$ cat config.mk
export PLATFORM = sky130hd
export DESIGN_NAME = modular_inverse_divide_flat
export DESIGN_NICKNAME = d
export VERILOG_FILES = /design/src/modinv_pkg.sv /design/src/modinv_if.sv /design/src/modular_inverse_divide.sv /design/src/flat_wrapper.sv
export SDC_FILE = /design/constraint.sdc
export NUM_CORES = 1
export LEC_CHECK = 0
export BUFFER_PORTS_ARGS = -buffer_cell sky130_fd_sc_hd__buf_2
export CELL_PAD_IN_SITES_DETAIL_PLACEMENT = 0
export CELL_PAD_IN_SITES_GLOBAL_PLACEMENT = 1
export CORE_ASPECT_RATIO = 1.1
export CORE_MARGIN = 3
export CORE_UTILIZATION = 35
export DETAILED_ROUTE_END_ITERATION = 6
export GPL_ROUTABILITY_DRIVEN = 0
export PLACE_DENSITY_LB_ADDON = 0.12
export SKIP_LAST_GASP = 1
export SLEW_MARGIN = 30
export SYNTH_ARGS = -nofsm -noshare
export SYNTH_HDL_FRONTEND = slang
export SYNTH_SLANG_ARGS = --single-unit
$ cat constraint.sdc
create_clock -name clk -period 6.5 [get_ports clk]
set_input_delay 0.65 -clock clk [delete_from_list [all_inputs] [get_ports clk]]
set_output_delay 0.65 -clock clk [all_outputs]
set_load 0.02 [all_outputs]
$ cat src/modinv_pkg.sv
// Shared types and constants for the modular inverse / divide block.
// No dependencies; imported by the operand channel interface, the block, the checker and the testbench.
`default_nettype none

package modinv_pkg;

    localparam int DIVIDEND_WIDTH = 32;

    // Step counter covers the longest serial pass (one per dividend bit)
    localparam int STEP_CNT_W = $clog2(DIVIDEND_WIDTH);

    localparam logic [31:0] MODULUS_RESET = 32'd998244353;

endpackage : modinv_pkg

`default_nettype wire

$ cat src/modinv_if.sv
// Valid/ready channel interfaces: operand request, result and modulus write.
// Depends on modinv_pkg for the dividend width.
`default_nettype none

interface modinv_in_if
    import modinv_pkg::*;
#(
    parameter int MOD_WIDTH = 30
);
    logic                      valid;
    logic                      ready;
    logic [DIVIDEND_WIDTH-1:0] dividend;
    logic [MOD_WIDTH-1:0]      divisor;

    modport source (output valid, dividend, divisor, input ready);
    modport sink   (input valid, dividend, divisor, output ready);
endinterface : modinv_in_if

interface modinv_out_if #(
    parameter int MOD_WIDTH = 30
);
    logic                 valid;
    logic                 ready;
    logic [MOD_WIDTH-1:0] inverse;
    logic [MOD_WIDTH-1:0] quotient;

    modport source (output valid, inverse, quotient, input ready);
    modport sink   (input valid, inverse, quotient, output ready);
endinterface : modinv_out_if

interface modinv_cfg_if #(
    parameter int MOD_WIDTH = 30
);
    logic                 valid;
    logic                 ready;
    logic [MOD_WIDTH-1:0] data;

    modport source (output valid, data, input ready);
    modport sink   (input valid, data, output ready);
endinterface : modinv_cfg_if

`default_nettype wire

$ cat src/modular_inverse_divide.sv
// Modular inverse by Fermat exponentiation, and modular divide, on one
// serial shift-add-reduce multiplier. Depends on modinv_pkg and modinv_if.sv.
//
//  channel   | dir | handshake    | payload
//  ----------+-----+--------------+------------------------------------
//  operands  | in  | valid/ready  | dividend[31:0], divisor[W-1:0]
//  results   | out | valid/ready  | inverse[W-1:0], quotient[W-1:0]
//  cfg       | in  | valid/ready  | data[W-1:0] -> modulus register
//
// One request at a time; each modular product runs on the shared step (one
// multiplier bit per cycle), and so does the dividend reduction. Results are
// valid once the Fermat exponentiation by modulus-2 and the final multiply by
// the reduced dividend are through, and the next request can be taken as soon
// as the result is valid. A modulus below 2 gives zero results, going from
// S_IDLE straight to S_FIN without reduction or exponentiation.
// Reset loads modulus 998244353. The next request is taken while a result
// still waits on results.ready; the block stalls before delivering another.
`default_nettype none

module modular_inverse_divide
    import modinv_pkg::*;
#(
    parameter int MOD_WIDTH = 30
) (
    input  wire             clk,
    input  wire             rst_n,
    modinv_cfg_if.sink      cfg,
    modinv_in_if.sink       operands,
    modinv_out_if.source    results
);

    localparam int W     = MOD_WIDTH;
    localparam int ALIGN = DIVIDEND_WIDTH - MOD_WIDTH;

    typedef enum logic [2:0] {
        S_IDLE,
        S_RED_DVD,
        S_RED_DVS,
        S_PICK,
        S_MUL_ACC,
        S_SQR,
        S_MUL_QUO,
        S_FIN
    } state_t;

    state_t                    state_reg, state_next;
    logic [W-1:0]              mod_reg, mod_next;
    logic                      out_valid_reg, out_valid_next;
    logic [W-1:0]              inv_out_reg, inv_out_next;
    logic [W-1:0]              quo_out_reg, quo_out_next;

    logic [W-1:0]              part_reg, part_next;
    logic [DIVIDEND_WIDTH-1:0] op_sh_reg, op_sh_next;
    logic [W-1:0]              op_x_reg, op_x_next;
    logic                      mult_reg, mult_next;
    logic [STEP_CNT_W-1:0]     cnt_reg, cnt_next;
    logic [W-1:0]              acc_reg, acc_next;
    logic [W-1:0]              base_reg, base_next;
    logic [W-1:0]              dvd_reg, dvd_next;
    logic [W-1:0]              exp_reg, exp_next;

    // shared step: part = (2*part + carry_in + (bit ? x : 0)) mod m
    logic                      cbit, abit;
    logic [W+1:0]              dbl_sum;
    logic [W+2:0]              sub1, sub2;
    logic [W-1:0]              step_out;
    logic                      step_last;
    logic                      op_accept;
    logic                      working;

    assign cbit = ~mult_reg & op_sh_reg[DIVIDEND_WIDTH-1];
    assign abit =  mult_reg & op_sh_reg[DIVIDEND_WIDTH-1];

    assign dbl_sum = (W+2)'({part_reg, cbit}) + (abit ? (W+2)'(op_x_reg) : '0);
    assign sub1    = {1'b0, dbl_sum} - (W+3)'(mod_reg);
    assign sub2    = {1'b0, dbl_sum} - (W+3)'({mod_reg, 1'b0});

    always_comb
    begin
        if (!sub2[W+2])
        begin
            step_out = sub2[W-1:0];
        end
        else if (!sub1[W+2])
        begin
            step_out = sub1[W-1:0];
        end
        else
        begin
            step_out = dbl_sum[W-1:0];
        end
    end

    assign step_last = (cnt_reg == '0);
    assign working   = (state_reg == S_RED_DVD) || (state_reg == S_RED_DVS) ||
                       (state_reg == S_MUL_ACC) || (state_reg == S_SQR) ||
                       (state_reg == S_MUL_QUO);

    assign operands.ready = (state_reg == S_IDLE);
    assign op_accept      = operands.valid && operands.ready;
    assign cfg.ready      = 1'b1;

    assign results.valid    = out_valid_reg;
    assign results.inverse  = inv_out_reg;
    assign results.quotient = quo_out_reg;

    always_comb
    begin
        state_next     = state_reg;
        mod_next       = mod_reg;
        out_valid_next = out_valid_reg;
        inv_out_next   = inv_out_reg;
        quo_out_next   = quo_out_reg;
        part_next      = part_reg;
        op_sh_next     = op_sh_reg;
        op_x_next      = op_x_reg;
        mult_next      = mult_reg;
        cnt_next       = cnt_reg;
        acc_next       = acc_reg;
        base_next      = base_reg;
        dvd_next       = dvd_reg;
        exp_next       = exp_reg;

        if (cfg.valid)
        begin
            mod_next = cfg.data;
        end

        if (results.valid && results.ready)
        begin
            out_valid_next = 1'b0;
        end

        if (working)
        begin
            part_next  = step_out;
            op_sh_next = op_sh_reg << 1;
            cnt_next   = cnt_reg - 1'b1;
        end

        case (state_reg)
            S_IDLE:
            begin
                if (op_accept)
                begin
                    op_sh_next = operands.dividend;
                    part_next  = '0;
                    mult_next  = 1'b0;
                    cnt_next   = STEP_CNT_W'(DIVIDEND_WIDTH - 1);
                    base_next  = operands.divisor;
                    if (mod_reg < W'(2))
                    begin
                        acc_next   = '0;
                        dvd_next   = '0;
                        state_next = S_FIN;
                    end
                    else
                    begin
                        state_next = S_RED_DVD;
                    end
                end
            end

            S_RED_DVD:
            begin
                if (step_last)
                begin
                    dvd_next   = step_out;
                    op_sh_next = DIVIDEND_WIDTH'(base_reg) << ALIGN;
                    part_next  = '0;
                    cnt_next   = STEP_CNT_W'(W - 1);
                    state_next = S_RED_DVS;
                end
            end

            S_RED_DVS:
            begin
                if (step_last)
                begin
                    base_next  = step_out;
                    acc_next   = W'(1);
                    exp_next   = mod_reg - W'(2);
                    state_next = S_PICK;
                end
            end

            S_PICK:
            begin
                part_next = '0;
                mult_next = 1'b1;
                cnt_next  = STEP_CNT_W'(W - 1);
                if (exp_reg[0])
                begin
                    op_x_next  = base_reg;
                    op_sh_next = DIVIDEND_WIDTH'(acc_reg) << ALIGN;
                    state_next = S_MUL_ACC;
                end
                else if (exp_reg[W-1:1] == '0)
                begin
                    op_x_next  = acc_reg;
                    op_sh_next = DIVIDEND_WIDTH'(dvd_reg) << ALIGN;
                    state_next = S_MUL_QUO;
                end
                else
                begin
                    op_x_next  = base_reg;
                    op_sh_next = DIVIDEND_WIDTH'(base_reg) << ALIGN;
                    state_next = S_SQR;
                end
            end

            S_MUL_ACC:
            begin
                if (step_last)
                begin
                    acc_next  = step_out;
                    part_next = '0;
                    cnt_next  = STEP_CNT_W'(W - 1);
                    // last exponent bit: no further squaring needed
                    if (exp_reg[W-1:1] == '0)
                    begin
                        op_x_next  = step_out;
                        op_sh_next = DIVIDEND_WIDTH'(dvd_reg) << ALIGN;
                        state_next = S_MUL_QUO;
                    end
                    else
                    begin
                        op_x_next  = base_reg;
                        op_sh_next = DIVIDEND_WIDTH'(base_reg) << ALIGN;
                        state_next = S_SQR;
                    end
                end
            end

            S_SQR:
            begin
                if (step_last)
                begin
                    base_next  = step_out;
                    exp_next   = exp_reg >> 1;
                    state_next = S_PICK;
                end
            end

            S_MUL_QUO:
            begin
                if (step_last)
                begin
                    dvd_next   = step_out;
                    state_next = S_FIN;
                end
            end

            S_FIN:
            begin
                if (!out_valid_reg || results.ready)
                begin
                    out_valid_next = 1'b1;
                    inv_out_next   = acc_reg;
                    quo_out_next   = dvd_reg;
                    state_next     = S_IDLE;
                end
            end

            default:
            begin
                state_next = S_IDLE;
            end
        endcase
    end

    always_ff @(posedge clk or negedge rst_n)
    begin
        if (!rst_n)
        begin
            state_reg     <= S_IDLE;
            mod_reg       <= MODULUS_RESET[W-1:0];
            out_valid_reg <= 1'b0;
            inv_out_reg   <= '0;
            quo_out_reg   <= '0;
        end
        else
        begin
            state_reg     <= state_next;
            mod_reg       <= mod_next;
            out_valid_reg <= out_valid_next;
            inv_out_reg   <= inv_out_next;
            quo_out_reg   <= quo_out_next;
        end
    end

    always_ff @(posedge clk)
    begin
        part_reg  <= part_next;
        op_sh_reg <= op_sh_next;
        op_x_reg  <= op_x_next;
        mult_reg  <= mult_next;
        cnt_reg   <= cnt_next;
        acc_reg   <= acc_next;
        base_reg  <= base_next;
        dvd_reg   <= dvd_next;
        exp_reg   <= exp_next;
    end

`ifndef SYNTHESIS
    // partial residue stays reduced below the modulus through every multiply and squaring pass
    a_part_reduced: assert property (@(posedge clk) disable iff (!rst_n)
        (working && state_reg != S_RED_DVD && state_reg != S_RED_DVS)
            |-> (part_reg < mod_reg))
        else $error("partial product not reduced");

    a_acc_reduced: assert property (@(posedge clk) disable iff (!rst_n)
        (state_reg == S_PICK || state_reg == S_SQR || state_reg == S_MUL_QUO)
            |-> (acc_reg < mod_reg))
        else $error("accumulator not reduced");

    a_small_mod: assert property (@(posedge clk) disable iff (!rst_n)
        (op_accept && mod_reg < W'(2)) |=> (state_reg == S_FIN))
        else $error("degenerate modulus not short-cut");

    a_fin_hold: assert property (@(posedge clk) disable iff (!rst_n)
        (state_reg == S_FIN && out_valid_reg && !results.ready)
            |=> (state_reg == S_FIN && out_valid_reg))
        else $error("pending result overwritten");
`endif

endmodule : modular_inverse_divide

`default_nettype wire

$ cat src/flat_wrapper.sv
// flat-port wrapper written by rule: the top's interface ports become plain ports
module modular_inverse_divide_flat import modinv_pkg::*;
#(
    parameter int MOD_WIDTH = 30
)
  (clk, rst_n, cfg_valid, cfg_data, cfg_ready, operands_valid, operands_dividend, operands_divisor, operands_ready, results_valid, results_inverse, results_quotient, results_ready);
  modinv_cfg_if #(.MOD_WIDTH(MOD_WIDTH)) cfg_i ();
  modinv_in_if #(.MOD_WIDTH(MOD_WIDTH)) operands_i ();
  modinv_out_if #(.MOD_WIDTH(MOD_WIDTH)) results_i ();
  input  wire clk;
  input  wire rst_n;
  input wire logic [$bits(cfg_i.valid)-1:0] cfg_valid;
  input wire logic [$bits(cfg_i.data)-1:0] cfg_data;
  output wire logic [$bits(cfg_i.ready)-1:0] cfg_ready;
  input wire logic [$bits(operands_i.valid)-1:0] operands_valid;
  input wire logic [$bits(operands_i.dividend)-1:0] operands_dividend;
  input wire logic [$bits(operands_i.divisor)-1:0] operands_divisor;
  output wire logic [$bits(operands_i.ready)-1:0] operands_ready;
  output wire logic [$bits(results_i.valid)-1:0] results_valid;
  output wire logic [$bits(results_i.inverse)-1:0] results_inverse;
  output wire logic [$bits(results_i.quotient)-1:0] results_quotient;
  input wire logic [$bits(results_i.ready)-1:0] results_ready;
  assign cfg_i.valid = cfg_valid;
  assign cfg_i.data = cfg_data;
  assign cfg_ready = cfg_i.ready;
  assign operands_i.valid = operands_valid;
  assign operands_i.dividend = operands_dividend;
  assign operands_i.divisor = operands_divisor;
  assign operands_ready = operands_i.ready;
  assign results_valid = results_i.valid;
  assign results_inverse = results_i.inverse;
  assign results_quotient = results_i.quotient;
  assign results_i.ready = results_ready;
  modular_inverse_divide #(.MOD_WIDTH(MOD_WIDTH)) u_core (.clk(clk), .rst_n(rst_n), .cfg(cfg_i), .operands(operands_i), .results(results_i));
endmodule
-- After elaboration in Yosys (flattened, before gate mapping)
Cells that the tools add are included.
- add/subtract/negate cells: 5
- multiplexer cells: 49
- bitwise operators: 3
- $lt $le $gt $ge: 1
- eq/ne operators: 17
- reduce and logical (&&, ||, !) cells: 28
- operator list (operator ; count):
    $mux W30 ; 17
    $pmux W30 S2 ; 4
    $mux W32 ; 6
    $pmux W30 S3 ; 2
    $pmux W32 S4 ; 1
    $sub A32 B30 Y33 ; 1
    $sub A32 B31 Y33 ; 1
    $add A31 B32 Y32 ; 1
    $lt A30 B2 Y1 const B ; 1
    $sub A30 B2 Y30 const B ; 1
    $logic_not A29 Y1 ; 1
    $mux W3 ; 8
    $pmux W3 S7 ; 1
    $ne A2 B1 Y1 const B ; 8
    $mux W5 ; 3
    $pmux W5 S3 ; 1
    $eq A3 B3 Y1 const B ; 4
    $reduce_bool A2 Y1 ; 5
    $eq A3 B2 Y1 const B ; 2
    $reduce_and A2 Y1 ; 3
    $reduce_and A3 Y1 ; 2
    $reduce_and A6 Y1 ; 1
    $reduce_or A2 Y1 ; 3
    $logic_not A5 Y1 ; 1
    other kinds (15) ; 25
- register bits: 312
- bits of input ports: 97

-- Depth between registers and ports, before layout
Gate-level depths: netlist of run 1.
- depth after elaboration: 9
- mapped depth: 25
- depth with buffers taken out: 22

-- Worst setup path after synthesis of run 1
OpenSTA, ideal clock, no wires.
- path kind: reg-to-reg
- start: register u_core.mult_reg
- end: register u_core.base_reg[5] (data pin)
- cell stages (with the launch flop): 26
- buffers on the path: 4
- arrival time: 5.269 ns
- data required time: 6.232 ns
- slack: 0.963 ns
- clock period less this slack: 5.537 ns
- cells stage by stage: edfxtp_1 > clkbuf_1 > and3_1 > ha_1 > a21oi_1 > nor2b_1 > a311o_1 > a21bo_2 > a221oi_1 > o21ai_0 > a31oi_1 > xnor2_1 > ha_1 > clkbuf_1 > nand2_1 > nor3_1 > nand3_1 > a21oi_1 > o21ai_1 > or3_1 > buf_2 > nand2_4 > buf_2 > mux2_2 > mux2i_1 > o21ai_0
- cells in the longest elaborated chain, start to end: 8
- elaborated cells between the ends (all ways): 11
- those cells by class: 3 x add/sub; 5 x mux; 3 x bitwise
- RTL lines (element ; line ; source):
    start, declared ; modular_inverse_divide.sv:55 ; logic mult_reg, mult_next;
    start signal, assigned ; modular_inverse_divide.sv:297 ; mult_reg <= mult_next;
    $and A1 B1 Y1 / $not A1 Y1 (equally long branches) ; modular_inverse_divide.sv:72, modular_inverse_divide.sv:71 ;
    $mux W30 / $and A1 B1 Y1 (equally long branches) ; modular_inverse_divide.sv:74, modular_inverse_divide.sv:71 ;
    $add A31 B32 Y32 (*) ; modular_inverse_divide.sv:74 ; assign dbl_sum = (W+2)'({part_reg, cbit}) + (abit ? (W+2)'(op_x_reg) : '0);
    $sub A32 B30 Y33 ; modular_inverse_divide.sv:75 ; assign sub1 = {1'b0, dbl_sum} - (W+3)'(mod_reg);
    $mux W30 ; modular_inverse_divide.sv:84 ; else if (!sub1[W+2])
    $mux W30 (*) ; modular_inverse_divide.sv:80 ; if (!sub2[W+2])
    $mux W30 (*) ; modular_inverse_divide.sv:178, modular_inverse_divide.sv:237 ;
    $pmux W30 S2 (*) ; modular_inverse_divide.sv:141 ; case (state_reg)
    via u_core.base_next[5] ; modular_inverse_divide.sv:58 ; logic [W-1:0] base_reg, base_next;
    end signal, assigned ; modular_inverse_divide.sv:300 ; base_reg <= base_next;
    end, declared ; modular_inverse_divide.sv:58 ;
Mark *: on every way through the listed nets, which the timed path passes. The rest lies on a longest branch. The select of a mux whose other input is x is not followed.
A chain may end at the register's enable or synchronous reset.

-- Worst setup path after layout of run 1
- start: register u_core.mult_reg
- end: register u_core.base_reg[23] (data pin)
Same word-level chain as after synthesis.

==> flow_summary.ini, run 1 <==
[die]
die-width_um = 229
ios = 160
rows = 89
die-area_um2 = 57400
start_util_pct = 35.5
dieHeight_um = 251
core_area_um2 = 53800

[flow_run]
drv_cap = 0

[drt]
wl_per_cell_um = 23.9
drt-vias-per-instance = 5.71
drtIter0Drc = 1552
vias = 16700
ant_nets = 0
drt_pass1_iterations = 7
drt_wl_total_um = 69800
drc_errors = 1

[worst_setup_path]
path_max_fanout = 24
crit_path_top_delay_cell = edfxtp_1
rr_startpoint = u_core.mult_reg$_DFFE_PP_
cp.depth = 22
r2r_end = u_core.base_reg[23]$_DFFE_PP_
startpoint_type = register
path_cells = buf_4, and3_1, ha_1, a21oi_1, a2bb2oi_1, a21oi_1, a211oi_1, o21ai_1, a31oi_1, xnor2_1, ha_1, nand4_1, nor3_2, nand3_1, a21oi_1, o21ai_1, or3_1, buf_4, and3_1, o31ai_1, buf_4, o21ai_0
cp-end-kind = register
required_ps = 6800
endpoint = u_core.base_reg[23]$_DFFE_PP_
slowest_delay_ps = 470
rrSetupSlack_ps = 300
crit_start = u_core.mult_reg$_DFFE_PP_
arrival_ps = 6500
reg2reg_depth = 22
path_class = register to register
crit_buf_inv = 3
critPathTopFamily = compound AO/OA/AOI/OAI gates

[pwr]
power_frac_comb_pct = 61.7
p_leak_nw = 9.18
power_frac_seq_pct = 20.2
p_clk_share_pct = 18.1
p_int_mw = 6.48
switching_share_pct = 46.4
powerDensity_nw_per_um2 = 543
power.total_mw = 12.1
peakVddDrop_uv = 429
switching_power_mw = 5.61

[cells_and_area]
layout_commonest_cell = nand2_1
fillers = 5310
drive_above_1_share_pct = 18.9
fin_nets = 2357
finalInstanceArea_um2 = 22300
syn2layout_area_growth_pct = 16.7
final_cell_mix = 217 x nand2_1, 200 x a21oi_1, 181 x nor2_1, 156 x buf_2, 151 x edfxtp_1
finish.utilization_pct = 41.4
largest_register_ffs = 32
fin_cells = 2924

[clock_tree]
cts.clk_slew.worst_paths_ps = 60
insertion_delay_ps = 580
clk_path_buf_depth = 3
ctsRootBufferMaster = clkbuf_16
numCtsBuffers = 38
ctsHtreeMaxLevel = 2
cts.sinks = 312
cts_tree = built

[global_route]
grt_pass1_wl_um = 104000
grt_overflow = 0
grtUsageMet3_pct = 3.14
globalRouteMet2Util_pct = 41.1
grt_use_met1_pct = 30.5
grt_max_degree = 65
top_usage_layer = met2
antenna_found_initial = 1
first_global_vias = 16700
grt_util_all_layers_pct = 23.6

[logic_synthesis]
yosys_warnings = 0
synth_edf_count = 151
synth_top_cell_by_area = edfxtp_1
synth.distinct_cells = 83
syn_area_um2 = 19100
syn_inst = 2029
synth.top_cell.area_share_pct = 23.7
synthArstFlopShare_pct = 30.1
synth_nets = 2222
synthFlopType = edfxtp_1
avgSynthCellArea_um2 = 9.41
ys_seq_area_share_pct = 43.1
ys_top_cells_by_area = edfxtp_1 24%, dfrtp_1 11%, dfxtp_1 7.0%
synth_seq_cells = 312

[timing]
slew_viol_final = 0
finalClockSkew_ps = 35.3
worst_pin_slew_ps = 949
fin_crit_sh_pct = 95.3
finalSetupViolations = 0
slew_headroom_pct = 36.6
fmax_ghz = 0.161
hold_viol_final = 0
min_period_ps = 6200
tns_ps = 0

[place]
post_dp_cell_area_um2 = 20800
placement.io_buffers = 158
dp_cells = 2850
hpwl_um = 51100

[run_status]
violations = design-rule violations
outcome = complete, but fails checks

[min_path]
hp-class = primary input to async pin
-- synthesized netlist by cell type, types with 10 or more instances --
cell and n:
mux2i_1 44, dfxtp_1 67, clkbuf_1 101, nor2_1 190, nand3_1 37, o211ai_1 32
a21o_1 49, nor2b_1 16, a211oi_1 13, nand2b_1 10, inv_1 51, o221ai_1 10
edfxtp_1 151, a222oi_1 40, xnor2_1 72, o21ai_1 13, o21ai_0 139, o32ai_1 13
a21oi_1 203, and3_1 43, dfrtp_1 87, nand4_1 11, nand2_1 219, nor3_1 24
ha_1 93, o21a_1 22, xor2_1 28, a31oi_1 19, nor4_1 10, mux2_2 81
-- logic make-up after synthesis --
family	after synthesis	synth area share, %
flops	312	43.1
compound gates	635	21.4
other cells	1	0.0196
mux	125	7.08
simple gates	596	14.0
fa+ha+maj	96	6.41
xor+xnor	100	4.59
buf+inv	164	3.36
-- worst min-delay path by stage --
stage,cells after the start,from,end
after global placement,2,u_core.part_reg[13]$_DFF_P_,u_core.part_reg[13]$_DFF_P_
after floorplan,0,rst_n,u_core.mod_reg[10]$_DFFE_PN0P_
after global routing,1,rst_n,u_core.results.quotient[1]$_DFFE_PN0P_
after CTS,1,rst_n,u_core.state_reg[1]$_DFFE_PN0P_
final,1,rst_n,u_core.results.quotient[1]$_DFFE_PN0P_
after detailed placement,2,u_core.part_reg[18]$_DFF_P_,u_core.part_reg[18]$_DFF_P_
-- per-layer routing --
layer / vias to the layer above / routed length (um) / part of all wire [%]
li1: 7810 / - / -
met1: 8231 / 29700 / 43
met2: 540 / 34600 / 50
met3: 109 / 3470 / 5.0
met4: 0 / 2090 / 3.0
met5: - / 0 / 0
-- worst register-to-register path, delay by kind of cell, from the launching register on --
kind	cells	cell delay (ps)
AO/OA/AOI/OAI	10	2400
adder cells (fa/ha/maj)	2	770
buffers and inverters	3	730
XOR/XNOR	1	230
AND/OR/NAND/NOR	6	1340
flip-flops	1	470
-- through the flow --
step | setup WS [ps] | hold WS [ps]
final | 304 | 83.7
after global routing | -42.1 | 104
after CTS | 63.8 | 86.8
after detailed placement | -182 | 457
after global placement | 14.8 | 451
after floorplan | 963 | 354
-- layout make-up --
cell class	instances	area (um^2)	area share [%]
clock inverters	15	198	0.887
well taps	728	911	4.09
multi-input cells	1553	10500	47.0
repair buffers	208	1190	5.33
diodes	2	5.00	0.0225
inverters	51	191	0.859
clock buffers	55	1090	4.87
flip-flops and latches	312	8240	37.0
-- what timing repair did --
item | CTS | global route
hold buffers | 0 | 0
setup buffers | 0 | 2
gates resized for setup | 2 | 19
pin swaps | 0 | 1
setup endpoints to repair | 15 | 129
-- power by group through the flow --
stage	logic [mW]	clock network (mW)	registers, mW
6_report	7.45	2.19	2.44
4_1_cts	7.29	2.24	2.44
3_5_place_dp	7.24	0	2.48
5_1_grt	8.14	2.32	2.45
2_1_floorplan	4.83	0	2.45
3_3_place_gp	7.22	0	2.48
Power figures use the tool's default switching activity.
==> run 2, diff against run 1 <==
--- a/config.mk
+++ b/config.mk
@@ -11,8 +11,10 @@
 export CORE_ASPECT_RATIO = 1.1
 export CORE_MARGIN = 3
 export CORE_UTILIZATION = 35
+export CTS_BUF_LIST = sky130_fd_sc_hd__clkbuf_4 sky130_fd_sc_hd__clkbuf_8
 export DETAILED_ROUTE_END_ITERATION = 6
 export GPL_ROUTABILITY_DRIVEN = 0
+export GPL_TIMING_DRIVEN = 0
 export PLACE_DENSITY_LB_ADDON = 0.12
 export SKIP_LAST_GASP = 1
 export SLEW_MARGIN = 30
==> flow_summary.ini, run 2 (synthesis results as in run 1) <==
[run_status]
outcome = finished, final reports clean

[timing]
worst_pin_slew_ps = 1050
hold_viol_final = 0
min_period_ps = 6210
finalClockSkew_ps = 43.3
finalSetupViolations = 0
slew_viol_final = 0
slew_headroom_pct = 29.1
fin_crit_sh_pct = 95.6
fmax_ghz = 0.161

[drt]
drt-vias-per-instance = 5.69
wl_met1_um = 32000
met3_length_um = 4610
wl_per_cell_um = 24.1
wl_met2_um = 34600
drtIter0Drc = 1869
vias = 17300
drc_errors = 0
ant_nets = 0
drt_pass1_iterations = 6
drt_wl_total_um = 73300
maxUsedRoutingLayer = met4

[cells_and_area]
final_cell_mix = 219 x nand2_1, 199 x a21oi_1, 183 x nor2_1, 159 x buf_2, 151 x edfxtp_1
drive_above_1_share_pct = 20.0
syn2layout_area_growth_pct = 19.3
layout_commonest_cell = nand2_1
largest_register_ffs = 32
fin_cells = 3041
fin_nets = 2454

[clock_tree]
clk_path_buf_depth = 3
cts.clk_slew.worst_paths_ps = 60
numCtsBuffers = 58
ctsRootBufferMaster = clkbuf_8
cts.sinks = 312
insertion_delay_ps = 680
cts_tree = built
ctsHtreeMaxLevel = 2

[pwr]
power_frac_comb_pct = 63.2
p_int_mw = 6.38
power.total_mw = 12.2
p_clk_share_pct = 16.8
powerDensity_nw_per_um2 = 536
peakVddDrop_uv = 417
switching_power_mw = 5.83
power_frac_seq_pct = 20.0
p_leak_nw = 9.31
switching_share_pct = 47.8

[worst_setup_path]
r2r_end = u_core.op_x_reg[29]$_DFFE_PP_
reg2reg_depth = 23
path_max_fanout = 11
required_ps = 6940
rrSetupSlack_ps = 290
cp-end-kind = register
startpoint_type = register
rr_startpoint = u_core.mult_reg$_DFFE_PP_
arrival_ps = 6660
path_class = register to register

[global_route]
grt_overflow = 0
grt_max_degree = 58
grt_util_all_layers_pct = 24.7
grt_pass1_wl_um = 107000
antenna_found_initial = 1
first_global_vias = 16700

[die]
start_util_pct = 35.5
dieHeight_um = 251
die-area_um2 = 57400
rows = 89
core_area_um2 = 53800
die-width_um = 229
ios = 160

[flow_run]
drv_cap = 0

[place]
dp_cells = 2923
placement.io_buffers = 157
hpwl_um = 57700

[min_path]
hold_end = u_core.mod_reg[3]$_DFFE_PN0P_
hp-class = primary input to register
min_path_cells = 3
min_from = cfg_data[3]
-- run 2: power groups by stage --
| stage | logic, mW | clock network [mW] | registers, mW |
|---|---|---|---|
| detailed placement | 7.13 | 0 | 2.48 |
| global placement | 7.05 | 0 | 2.48 |
| CTS | 7.51 | 2.10 | 2.44 |
| global route | 8.35 | 2.18 | 2.46 |
| floorplan | 4.83 | 0 | 2.45 |
| finish | 7.72 | 2.05 | 2.44 |
-- run 2: per-stage QoR --
step                setup TNS [ps]  cell area, um^2  setup WS [ps]  util (%)  hold slack, ps
floorplan                        0            19100            963         -             354
global placement            -91290            20800          -1050      38.7             452
detailed placement          -83670            21100          -1060      39.2             455
CTS                           -182            22500           -163      41.9             143
global route                  -106            22800          -36.3      42.4             174
finish                           0            22800            285      42.4             195
-- run 2: metal layers --
metal / global-route usage (%) / up-vias
li1: - / 8008
met1: 33.5 / 8557
met2: 41.0 / 608
met3: 4.14 / 125
met4: 6.78 / 0
met5: 0 / -
-- run 2: what timing repair did --
item | CTS | global route
setup buffers | 3 | 7
pin swaps | 2 | 10
hold buffers | 1 | 0
setup endpoints to repair | 149 | 144
resized for setup | 39 | 50
endpoints found under the hold margin | 30 | 0
-- run 2: worst max path at each step --
stage                                             from                            end  slack [ps]  depth (start not counted)
after floorplan              u_core.mult_reg$_DFFE_PP_   u_core.base_reg[5]$_DFFE_PP_         960                         25
after global placement    u_core.op_sh_reg[31]$_DFF_P_  u_core.op_x_reg[29]$_DFFE_PP_       -1050                         23
after detailed placement  u_core.op_sh_reg[31]$_DFF_P_  u_core.op_x_reg[29]$_DFFE_PP_       -1060                         23
after CTS                    u_core.mult_reg$_DFFE_PP_  u_core.op_x_reg[29]$_DFFE_PP_        -160                         25
after global routing         u_core.mult_reg$_DFFE_PP_  u_core.base_reg[29]$_DFFE_PP_         -40                         24
final                        u_core.mult_reg$_DFFE_PP_  u_core.op_x_reg[29]$_DFFE_PP_         290                         23
-- run 2: final cells by class --
type | count | area (um^2)
fillers | 5433 | 31000
clock buffers | 90 | 1080
inverters | 51 | 191
well taps | 728 | 911
flip-flops and latches | 312 | 8240
multi-input cells | 1553 | 10700
repair buffers | 177 | 1060
diodes | 2 | 5.00
clock inverters | 20 | 176
plain buffers | 108 | 459
-- run 2: critical path: stages (launching register included) --
cell and delay (ps):
edfxtp_1 390, buf_2 290, and3_1 260, ha_1 240
a21oi_1 130, nor2b_1 80, a311o_1 450, a21bo_2 270
a221oi_4 320, o21ai_1 180, a31oi_2 250, xnor2_2 170
ha_4 340, and3_1 180, nand2_1 90, or4b_1 500
o211ai_1 180, o31a_1 330, nand3_1 110, a31oi_1 230
xor2_1 300, a221oi_4 100, buf_4 190, a31oi_2 380
